**src/thmd_pkg.sv**
```systemverilog
// shared types and constants for the text header message deframer
package thmd_pkg;

  localparam int FIELD_BITS  = 16;
  localparam int LENGTH_BITS = 16;
  localparam int ACC_BITS    = (FIELD_BITS > LENGTH_BITS) ? FIELD_BITS : LENGTH_BITS;
  localparam int PROD_BITS   = ACC_BITS + 4;
  localparam int RANK_BITS   = 16;
  localparam int BYTE_BITS   = 8;

  localparam logic [PROD_BITS-1:0] FIELD_LIMIT =
    PROD_BITS'((64'd1 << FIELD_BITS) - 64'd1);
  localparam logic [PROD_BITS-1:0] LENGTH_LIMIT =
    PROD_BITS'((64'd1 << LENGTH_BITS) - 64'd1);

  localparam logic [BYTE_BITS-1:0] CHAR_COLON   = 8'h3A;
  localparam logic [BYTE_BITS-1:0] CHAR_NEWLINE = 8'h0A;
  localparam logic [BYTE_BITS-1:0] CHAR_ZERO    = 8'h30;
  localparam logic [BYTE_BITS-1:0] CHAR_NINE    = 8'h39;

  typedef enum logic [2:0] {
    PH_SRC = 3'd0,
    PH_DST = 3'd1,
    PH_TAG = 3'd2,
    PH_LEN = 3'd3,
    PH_PAY = 3'd4
  } phase_t;

  typedef enum logic [1:0] {
    KIND_HEADER  = 2'd0,
    KIND_PAYLOAD = 2'd1,
    KIND_ERROR   = 2'd2
  } kind_t;

  typedef enum logic [1:0] {
    ERR_BAD_CHAR  = 2'd0,
    ERR_FIELD     = 2'd1,
    ERR_OVERFLOW  = 2'd2,
    ERR_EARLY_END = 2'd3
  } err_t;

  typedef struct packed {
    logic                 valid;
    kind_t                kind;
    logic [RANK_BITS-1:0] source_rank;
    logic [RANK_BITS-1:0] destination_rank;
    logic [RANK_BITS-1:0] tag_value;
    logic [RANK_BITS-1:0] payload_length;
    logic [BYTE_BITS-1:0] payload_byte;
    logic                 message_last;
    err_t                 error_code;
  } result_t;

endpackage

```
**src/thmd_parser.sv**
```systemverilog
// header parse state machine, field accumulation and result decode for one byte
module thmd_parser (
  input  logic                           clk,
  input  logic                           rst,
  input  logic                           step,
  input  logic [thmd_pkg::BYTE_BITS-1:0] in_byte,
  input  logic                           in_end,
  output thmd_pkg::result_t              res
);

  thmd_pkg::phase_t                   phase, phase_next;
  logic [thmd_pkg::ACC_BITS-1:0]      acc, acc_next;
  logic                               has_digit, has_digit_next;
  logic [thmd_pkg::RANK_BITS-1:0]     held_source, held_source_next;
  logic [thmd_pkg::RANK_BITS-1:0]     held_destination, held_destination_next;
  logic [thmd_pkg::RANK_BITS-1:0]     held_tag, held_tag_next;
  logic [thmd_pkg::RANK_BITS-1:0]     held_length, held_length_next;
  logic [thmd_pkg::RANK_BITS-1:0]     count, count_next;

  thmd_pkg::phase_t                   ph;
  logic                               is_digit;
  logic                               is_colon;
  logic                               is_newline;
  logic                               colon_due;
  logic                               sep_ok;
  logic [thmd_pkg::PROD_BITS-1:0]     limit;
  logic [thmd_pkg::PROD_BITS-1:0]     accum;
  logic                               overflow;
  logic [thmd_pkg::RANK_BITS-1:0]     field_val;
  logic [thmd_pkg::RANK_BITS-1:0]     count_inc;
  logic                               idle_end;

  // unreachable phase codes behave as idle
  always_comb begin
    unique case (phase)
      thmd_pkg::PH_SRC, thmd_pkg::PH_DST, thmd_pkg::PH_TAG,
      thmd_pkg::PH_LEN, thmd_pkg::PH_PAY: ph = phase;
      default: ph = thmd_pkg::PH_SRC;
    endcase
  end

  assign is_digit   = (in_byte >= thmd_pkg::CHAR_ZERO) && (in_byte <= thmd_pkg::CHAR_NINE);
  assign is_colon   = (in_byte == thmd_pkg::CHAR_COLON);
  assign is_newline = (in_byte == thmd_pkg::CHAR_NEWLINE);
  assign colon_due  = (ph == thmd_pkg::PH_SRC) || (ph == thmd_pkg::PH_TAG);
  assign sep_ok     = (is_colon == colon_due) && has_digit;
  assign limit      = (ph == thmd_pkg::PH_LEN) ? thmd_pkg::LENGTH_LIMIT
                                               : thmd_pkg::FIELD_LIMIT;
  assign accum      = thmd_pkg::PROD_BITS'(acc) * thmd_pkg::PROD_BITS'(10)
                    + thmd_pkg::PROD_BITS'(in_byte - thmd_pkg::CHAR_ZERO);
  assign overflow   = accum > limit;
  assign field_val  = thmd_pkg::RANK_BITS'(acc);
  assign count_inc  = count + thmd_pkg::RANK_BITS'(1);
  assign idle_end   = (ph == thmd_pkg::PH_SRC) && !has_digit;

  // next state
  always_comb begin
    phase_next            = ph;
    acc_next              = acc;
    has_digit_next        = has_digit;
    held_source_next      = held_source;
    held_destination_next = held_destination;
    held_tag_next         = held_tag;
    held_length_next      = held_length;
    count_next            = count;
    if (in_end) begin
      phase_next     = thmd_pkg::PH_SRC;
      acc_next       = '0;
      has_digit_next = 1'b0;
      count_next     = '0;
    end else if (ph == thmd_pkg::PH_PAY) begin
      count_next = count_inc;
      if (count_inc == held_length) begin
        phase_next     = thmd_pkg::PH_SRC;
        acc_next       = '0;
        has_digit_next = 1'b0;
        count_next     = '0;
      end
    end else if (is_digit && !overflow) begin
      acc_next       = thmd_pkg::ACC_BITS'(accum);
      has_digit_next = 1'b1;
    end else if ((is_colon || is_newline) && sep_ok) begin
      acc_next       = '0;
      has_digit_next = 1'b0;
      unique case (ph)
        thmd_pkg::PH_SRC: begin
          held_source_next = field_val;
          phase_next       = thmd_pkg::PH_DST;
        end
        thmd_pkg::PH_DST: begin
          held_destination_next = field_val;
          phase_next            = thmd_pkg::PH_TAG;
        end
        thmd_pkg::PH_TAG: begin
          held_tag_next = field_val;
          phase_next    = thmd_pkg::PH_LEN;
        end
        default: begin
          held_length_next = field_val;
          count_next       = '0;
          phase_next       = (field_val == '0) ? thmd_pkg::PH_SRC : thmd_pkg::PH_PAY;
        end
      endcase
    end else begin
      // any error returns to idle
      phase_next     = thmd_pkg::PH_SRC;
      acc_next       = '0;
      has_digit_next = 1'b0;
      count_next     = '0;
    end
  end

  // result decode
  always_comb begin
    res = '0;
    if (in_end) begin
      if (!idle_end) begin
        res.valid      = 1'b1;
        res.kind       = thmd_pkg::KIND_ERROR;
        res.error_code = thmd_pkg::ERR_EARLY_END;
      end
    end else if (ph == thmd_pkg::PH_PAY) begin
      res.valid        = 1'b1;
      res.kind         = thmd_pkg::KIND_PAYLOAD;
      res.payload_byte = in_byte;
      res.message_last = (count_inc == held_length);
    end else if (is_digit) begin
      if (overflow) begin
        res.valid      = 1'b1;
        res.kind       = thmd_pkg::KIND_ERROR;
        res.error_code = thmd_pkg::ERR_OVERFLOW;
      end
    end else if (is_colon || is_newline) begin
      if (!sep_ok) begin
        res.valid      = 1'b1;
        res.kind       = thmd_pkg::KIND_ERROR;
        res.error_code = thmd_pkg::ERR_FIELD;
      end else if (ph == thmd_pkg::PH_LEN) begin
        res.valid            = 1'b1;
        res.kind             = thmd_pkg::KIND_HEADER;
        res.source_rank      = held_source;
        res.destination_rank = held_destination;
        res.tag_value        = held_tag;
        res.payload_length   = field_val;
        res.message_last     = (field_val == '0);
      end
    end else begin
      res.valid      = 1'b1;
      res.kind       = thmd_pkg::KIND_ERROR;
      res.error_code = thmd_pkg::ERR_BAD_CHAR;
    end
  end

  always_ff @(posedge clk) begin
    if (rst) begin
      phase            <= thmd_pkg::PH_SRC;
      acc              <= '0;
      has_digit        <= 1'b0;
      held_source      <= '0;
      held_destination <= '0;
      held_tag         <= '0;
      held_length      <= '0;
      count            <= '0;
    end else if (step) begin
      phase            <= phase_next;
      acc              <= acc_next;
      has_digit        <= has_digit_next;
      held_source      <= held_source_next;
      held_destination <= held_destination_next;
      held_tag         <= held_tag_next;
      held_length      <= held_length_next;
      count            <= count_next;
    end
  end

endmodule

```
**src/text_header_message_deframer_unit.sv**
```systemverilog
// top level: input register, header parser and result register
// an accepted byte is parsed from the input register into the result register
// throughput: one byte per cycle unless a held result stalls the single parse step
// a held result stops the parser; s_tready drops once the input register also holds a byte
// header digits and separators give no transfer; the final separator emits the header
// reset: synchronous, clears both valid flags and returns the parser to idle
module text_header_message_deframer_unit (
  input  logic        clk,
  input  logic        rst,
  input  logic        s_tvalid,
  output logic        s_tready,
  input  logic [7:0]  s_tdata,   // rx_byte
  input  logic        s_tuser,   // stream_end
  output logic        m_tvalid,
  input  logic        m_tready,
  // source_rank, destination_rank, tag_value, payload_length, payload_byte,
  // error_code, zero fill
  output logic [79:0] m_tdata,
  output logic [1:0]  m_tuser,   // result_kind
  output logic        m_tlast    // message_last
);

  logic                           in_valid;
  logic [thmd_pkg::BYTE_BITS-1:0] in_byte;
  logic                           in_end;
  logic                           advance;
  thmd_pkg::result_t              res;
  thmd_pkg::result_t              out;

  assign advance  = in_valid && (!m_tvalid || m_tready);
  assign s_tready = !in_valid || advance;

  thmd_parser u_parser (
    .clk     (clk),
    .rst     (rst),
    .step    (advance),
    .in_byte (in_byte),
    .in_end  (in_end),
    .res     (res)
  );

  always_ff @(posedge clk) begin
    if (rst) begin
      in_valid <= 1'b0;
    end else if (s_tready) begin
      in_valid <= s_tvalid;
    end
  end

  always_ff @(posedge clk) begin
    if (s_tready) begin
      in_byte <= s_tdata;
      in_end  <= s_tuser;
    end
  end

  always_ff @(posedge clk) begin
    if (rst) begin
      m_tvalid <= 1'b0;
    end else if (advance) begin
      m_tvalid <= res.valid;
    end else if (m_tready) begin
      m_tvalid <= 1'b0;
    end
  end

  always_ff @(posedge clk) begin
    if (advance) begin
      out <= res;
    end
  end

  assign m_tdata = {6'b0, out.error_code, out.payload_byte, out.payload_length,
                    out.tag_value, out.destination_rank, out.source_rank};
  assign m_tuser = out.kind;
  assign m_tlast = out.message_last;

endmodule

```
**config.mk**
```make
export PLATFORM = sky130hd
export DESIGN_NAME = text_header_message_deframer_unit
export DESIGN_NICKNAME = d
export VERILOG_FILES = /design/src/thmd_pkg.sv /design/src/thmd_parser.sv /design/src/text_header_message_deframer_unit.sv
export SDC_FILE = /design/constraint.sdc
export NUM_CORES = 1
export LEC_CHECK = 0
export BUFFER_PORTS_ARGS = -buffer_cell sky130_fd_sc_hd__clkbuf_2
export CORE_MARGIN = 1
export CORE_UTILIZATION = 35
export CTS_BUF_LIST = sky130_fd_sc_hd__clkbuf_8 sky130_fd_sc_hd__clkbuf_16
export DETAILED_ROUTE_END_ITERATION = 12
export SLEW_MARGIN = 15
export SYNTH_ARGS = -nofsm -noshare
export SYNTH_HDL_FRONTEND = slang
export SYNTH_SLANG_ARGS = --single-unit
```
**constraint.sdc**
```tcl
create_clock -name clk -period 6.4 [get_ports clk]
set_input_delay 1.92 -clock clk [delete_from_list [all_inputs] [get_ports clk]]
set_output_delay 1.92 -clock clk [all_outputs]
set_load 0.01 [all_outputs]
```
==> impl_metrics.yaml, run 1 <==
status:
  status: "finished, final reports clean"
die:
  num_rows: 60
  start_util: 0.3581
  coreArea_um2: 27100
  num_io_pins: 98
  die_x_um: 168.5
  die_y_um: 168.5
  dieArea_um2: 28400
setup_path:
  end_kind: "flop"
  slowest_stage: "nor3_4"
  crit_family: "compound AO/OA/AOI/OAI gates"
  setup.worst_path.class: "flop to flop"
  worstPathRequired_ns: 6.76
  arrival_ns: 6.12
  crit_chain: "ha_1, ha_1, fa_1, a21o_1, a21oi_1, o21bai_1, a211oi_1, o31ai_1, or4_1, a31o_2, a21oi_1, xnor2_1, ha_1, a21oi_1, nor2_1, a21oi_1, o211ai_2, xor2_2, or2_1, nor3_4, a22o_1"
  critPathLaunchType: "flop"
  cp.buffers_inverters: 0
  path_max_fanout: 17
  critPathMaxStageDelay_ns: 0.60
  cp_common_cell: "a21oi_1"
pwr:
  power_density_nw_per_um2: 216.5
  power_mw: 2.390
  p_leak_nw: 4.661
  vdd_drop_max_mv: 0.1524
detailed_routing:
  routedWlPerCell_um: 16.26
  via_count: 6881
  drc: 0
  vias_per_cell: 4.993
  drt-total-wl_um: 22400
  antenna_left: 0
  firstDrtPassIters: 5
  drt_iter0_drc: 578
timing:
  grt_setup_unrepaired: "no"
  finalSetupViolCount: 0
  setup_tns_ns: 0
  slew_violations: 0
  skew_ns: 0.01202
  slew_headroom: 0.2623
  fin_crit_sh: 0.8988
  fmax_mhz: 173.8
  worst_slew_pin_slew_ns: 1.103
  timing.final.ws_setup_ns: 0.6474
  timing.final.crit_period_ns: 5.753
  hold_viol: 0
synth:
  synth.distinct_cells: 74
  synth_edf_count: 86
  ys_ff_latch: 188
  syn-cell-area_um2: 9704
  synthArstFlopShare: 0
  ys_warn_count: 0
  yosysSeqAreaShare: 0.4765
  syn_avg_cell_area_um2: 10.59
  ys.flop_type: "dfxtp_1"
  synthCells: 916
global_routing:
  grt_pass1_wl_um: 35950
  grt_max_degree: 84
  antenna_found_initial: 1
  grt_pass1_vias: 6549
  groute.usage.overall: 0.1625
  overflow: 0
clock_network:
  cts_buffers: 17
  post_cts_resized: 0
  clock-sinks: 188
  cts_setup_buffers: 0
  clkLatencyLatePin_ns: 0.43
  cts_tree: "yes"
  holdBufCountCts: 0
  clk_pin_slew_ns: 0.06
  cts_root_buf: "clkbuf_16"
  htreeDepth: 4
  cts.path.max_buffers: 2
layout:
  nNetsFinal: 1058
  area_growth_pct: 13.77
  drive_gt1_frac: 0.1592
  stdcell_count: 1378
place:
  place_ws_ns: 0.6933
  place_congestion: 0.8943
  io_buffers: 91
  place_hpwl_um: 16080
  dp_cells: 1345
min_path:
  hold_path_class: "flop to flop"
flow_run:
  cap_violations: 0
==> cells in the mapped netlist (19+ instances only) <==
master / number / area (µm²)
nand2b_1: 19 / 118.9
nand3b_1: 36 / 270.3
clkbuf_1: 28 / 105.1
ha_1: 51 / 638.1
inv_1: 27 / 101.4
and2_1: 74 / 462.9
edfxtp_1: 86 / 2582
mux2i_1: 34 / 340.3
nor2_1: 71 / 266.5
dfxtp_1: 102 / 2042
xnor2_1: 36 / 315.3
o21ai_0: 51 / 255.2
a21oi_1: 40 / 200.2
nand2_1: 32 / 120.1
==> worst register-to-register path, stage by stage, from the launching register on <==
cell and delay (ns):
dfxtp_1 0.52, ha_1 0.30, ha_1 0.23, fa_1 0.41
a21o_1 0.18, a21oi_1 0.23, o21bai_1 0.12, a211oi_1 0.31
o31ai_1 0.15, or4_1 0.44, a31o_2 0.25, a21oi_1 0.17
xnor2_1 0.16, ha_1 0.33, a21oi_1 0.18, nor2_1 0.05
a21oi_1 0.16, o211ai_2 0.13, xor2_2 0.21, or2_1 0.33
nor3_4 0.60, a22o_1 0.23
==> path summary, 6_finish.rpt <==
kind                                         from                              endpoint  slack (ns)  depth (start not counted)
min reg2reg  u_parser.held_source[4]$_SDFFE_PP0P_  u_parser.held_source[4]$_SDFFE_PP0P_        0.48                          2
max                  u_parser.acc[1]$_SDFFE_PP0P_          u_parser.acc[5]$_SDFFE_PP0P_        0.65                         21
max reg2reg          u_parser.acc[1]$_SDFFE_PP0P_          u_parser.acc[5]$_SDFFE_PP0P_        0.65                         21
min          u_parser.held_source[4]$_SDFFE_PP0P_  u_parser.held_source[4]$_SDFFE_PP0P_        0.48                          2
==> state kept, by name, summed over array words and instances (netlist names) <==
register                   flops
in_byte                        8
in_end                         1
in_valid                       1
m_tdata                       74
m_tlast                        1
m_tuser                        2
m_tvalid                       1
u_parser.acc                  16
u_parser.count                16
u_parser.has_digit             1
u_parser.held_destination     16
u_parser.held_length          16
u_parser.held_source          16
u_parser.held_tag             16
u_parser.phase                 3
==> placed cells by master (no fill, tap or decap), types with 5 or more instances in the layout <==
| master | synthesis | layout |
|---|---|---|
| dfxtp_1 | 102 | 102 |
| clkbuf_2 | 0 | 91 |
| edfxtp_1 | 86 | 86 |
| and2_1 | 74 | 74 |
| nor2_1 | 71 | 70 |
| o21ai_0 | 51 | 51 |
| ha_1 | 51 | 51 |
| a21oi_1 | 40 | 40 |
| xnor2_1 | 36 | 36 |
| nand3b_1 | 36 | 36 |
| mux2i_1 | 34 | 34 |
| nand2_1 | 32 | 32 |
| inv_1 | 27 | 28 |
| nand2b_1 | 19 | 19 |
| nand3_1 | 18 | 18 |
| clkbuf_16 | 0 | 18 |
| a21o_1 | 16 | 16 |
| a22o_1 | 16 | 16 |
| nor3_1 | 15 | 15 |
| xor2_1 | 11 | 11 |
| or3_1 | 10 | 10 |
| nand4_1 | 10 | 10 |
| o211ai_1 | 8 | 8 |
| nor4_1 | 8 | 8 |
| buf_4 | 8 | 8 |
| a31oi_1 | 7 | 7 |
| o21bai_1 | 6 | 6 |
| conb_1 | 1 | 6 |
| nor2b_1 | 5 | 5 |
| clkinv_2 | 0 | 5 |
| a211oi_1 | 5 | 5 |
| o21ai_1 | 5 | 5 |
==> report_power, final <==
group	switching (mW)	internal, mW	leakage [nW]
combinational	0.0672	0.0333	2.62
clock	0.455	0.560	0.286
sequential	0.00983	1.26	1.75
total	0.532	1.86	4.66
==> per-stage QoR <==
| step | instance area [µm²] | utilization | hold slack [ns] |
|---|---|---|---|
| global route | 11040 | 0.4073 | 0.5119 |
| detailed placement | 10470 | 0.3863 | 0.4677 |
| CTS | 11040 | 0.4073 | 0.4868 |
| floorplan | 9723 | - | 0.4492 |
| finish | 11040 | 0.4074 | 0.4832 |
| global placement | 10470 | 0.3863 | 0.4638 |
==> area by class of cell <==
type | count | area, µm²
clock buffer | 18 | 450.4
timing repair buffer | 99 | 515.5
sequential | 188 | 4624
multi-input combinational | 659 | 4761
clock inverter | 14 | 118.9
inverter | 27 | 102.6
antenna | 1 | 2.502
fill | 2613 | 16060
tap | 372 | 465.4
==> routing by layer <==
layer  global-route usage  share of wire  vias to the layer above  routed length [µm]
li1                     -              -                     3470                   -
met1               0.2253           0.50                     3246               11120
met2               0.2529           0.45                      143               10000
met3              0.02969          0.035                       22                 789
met4              0.05850          0.022                        0                 489
met5                    0              0                        -                   0
==> logic make-up after synthesis <==
group           Yosys count  synth area share
compound gates          190            0.1382
xor+xnor                 50           0.04874
fa+ha+maj                53           0.06988
buf+inv                  74           0.03507
flops                   188            0.4765
mux                      35           0.03623
other cells               1         0.0003864
simple gates            325            0.1949
Power figures use the tool's default switching activity.
==> run 2, diff against run 1 <==
clock period = 6.7 ns   (was 6.4 ns; I/O delays follow)
==> run 2 against run 1 <==
Critical path depth shrank 1. Core utilization shrank 0.19 points. Clock skew grew 0.00088 ns. Largest power group unchanged.
==> impl_metrics.yaml, run 2 (synthesis gave the netlist of run 1 again) <==
clock_network:
  cts_setup_buffers: 0
  htreeDepth: 4
  clkLatencyLatePin_ns: 0.43
  cts.path.max_buffers: 2
  clock-sinks: 188
  cts_tree: "yes"
  holdBufCountCts: 0
  post_cts_resized: 0
  cts_buffers: 17
  cts_root_buf: "clkbuf_16"
  clk_pin_slew_ns: 0.07
place:
  io_buffers: 91
  place_congestion: 0.8867
  place_hpwl_um: 16150
pwr:
  power_density_nw_per_um2: 204.2
  p_sw_frac: 0.2333
  p_seq_frac: 0.542
  vdd_drop_max_mv: 0.1473
  clock_power_share: 0.415
  p_sw_uw: 523.3
  comb_power_share: 0.042
  intPower_mw: 1.720
  p_leak_nw: 4.634
die:
  num_io_pins: 98
  dieArea_um2: 28400
  num_rows: 60
  die_y_um: 168.5
  coreArea_um2: 27100
  start_util: 0.3581
  die_x_um: 168.5
detailed_routing:
  routedWlPerCell_um: 16.47
  drt_iter0_drc: 499
  firstDrtPassIters: 6
  drc: 0
  via_count: 6884
  antenna_left: 0
  vias_per_cell: 5.010
  drt-total-wl_um: 22630
min_path:
  hold_path_class: "flop to flop"
global_routing:
  grt_pass1_vias: 6324
  overflow: 0
  gr-max-usage-layer: "met2"
  grt_util_met2: 0.2567
  grt_pass1_wl_um: 35530
  groute.usage.overall: 0.1611
  grt_max_degree: 84
  use_met1: 0.2247
  antenna_found_initial: 0
  grtUsageMet3: 0.02806
timing:
  finalSetupViolCount: 0
  hold_viol: 0
  fin_crit_sh: 0.8802
  setup_tns_ns: 0
  grt_setup_unrepaired: "no"
  slew_violations: 0
  fmax_mhz: 169.6
  worst_slew_pin_slew_ns: 1.117
  slew_headroom: 0.2534
  timing.final.crit_period_ns: 5.898
  skew_ns: 0.01290
setup_path:
  cp_common_cell: "ha_1"
  end_kind: "flop"
  crit_chain: "ha_1, ha_1, fa_1, a21o_1, a21oi_1, o21bai_1, a211oi_1, o31ai_1, or4_1, nand2_1, xnor2_1, ha_1, a21o_1, a2111oi_4, nor2_1, xnor2_1, o211ai_2, or2_1, nor3_4, a22o_1"
  critPathMaxStageDelay_ns: 0.65
  arrival_ns: 6.26
  worstPathRequired_ns: 7.06
  setup.worst_path.class: "flop to flop"
  critPathLaunchType: "flop"
  path_max_fanout: 17
  slowest_stage: "nor3_4"
layout:
  mostFrequentLayoutCells: "dfxtp_1 (102), clkbuf_2 (91), edfxtp_1 (86), and2_1 (74), nor2_1 (70)"
  fin_util: 0.4054
  area_growth_pct: 13.23
  nNetsFinal: 1055
  final_common_cell: "dfxtp_1"
  drive_gt1_frac: 0.1567
  n_antenna_cell: 0
  largest_register_ffs: 74
status:
  status: "finished, final reports clean"
flow_run:
  cap_violations: 0
[run 2: cell count changes in the layout (fill, tap and decap cells not counted)]
cell,change
clkinvlp_4,-1
clkinv_8,+1
clkinv_2,-1
diode_2,-1
bufinv_16,-1
clkbuf_16,-1
inv_6,+1
buf_4,-3
clkinv_4,+1
inv_4,+1
[run 2: final timing paths]
path / from / to / slack, ns / depth (start not counted)
setup reg to reg: u_parser.acc[1]$_SDFFE_PP0P_ / u_parser.acc[5]$_SDFFE_PP0P_ / 0.80 / 20
hold / removal: u_parser.held_source[11]$_SDFFE_PP0P_ / u_parser.held_source[11]$_SDFFE_PP0P_ / 0.48 / 2
hold reg to reg: u_parser.held_source[11]$_SDFFE_PP0P_ / u_parser.held_source[11]$_SDFFE_PP0P_ / 0.48 / 2
setup / recovery: u_parser.acc[1]$_SDFFE_PP0P_ / u_parser.acc[5]$_SDFFE_PP0P_ / 0.80 / 20
[run 2: final cells by class]
type | count | area [µm²]
Fill cell | 2610 | 16110
Multi-Input combinational cell | 659 | 4761
Sequential cell | 188 | 4624
Timing Repair Buffer | 96 | 493.0
Tap cell | 372 | 465.4
Clock buffer | 17 | 425.4
Clock inverter | 15 | 116.4
Inverter | 27 | 102.6
[run 2: critical path, delay by kind of cell (launching register included)]
family	cells	cell delay [ns]
AOI/OAI and AO/OA	9	2.07
and+or+nand+nor	5	1.67
DFF	1	0.54
adders and majority gates	4	1.19
xor gates and xnor gates	2	0.35
[run 2: per-stage QoR]
step           hold WS, ns  instances  power, mW  worst slack [ns]  instance area, µm²
3_3_place_gp        0.4639       1342      1.338            0.9735               10450
6_report            0.4843       1374      2.243            0.8024               10990
4_1_cts             0.4871       1374      2.266            0.8387               10990
5_1_grt             0.5016       1374      2.318            0.3221               10990
2_1_floorplan       0.4492        921      1.311             1.443                9723
3_5_place_dp        0.4670       1342      1.338            0.8562               10450
[run 2: per-layer routing]
metal,part of all wire,routed length [µm]
met5,0,0
met4,0.0093,211
met3,0.038,849
met2,0.46,10490
met1,0.49,11080
[run 2: power groups by stage]
stage	Clock, mW	Combinational (mW)	Sequential (mW)
after global routing	0.995	0.105	1.22
after detailed placement	0	0.0954	1.24
final	0.932	0.0948	1.22
after global placement	0	0.0948	1.24
after CTS	0.954	0.0956	1.22
after floorplan	0	0.0669	1.24
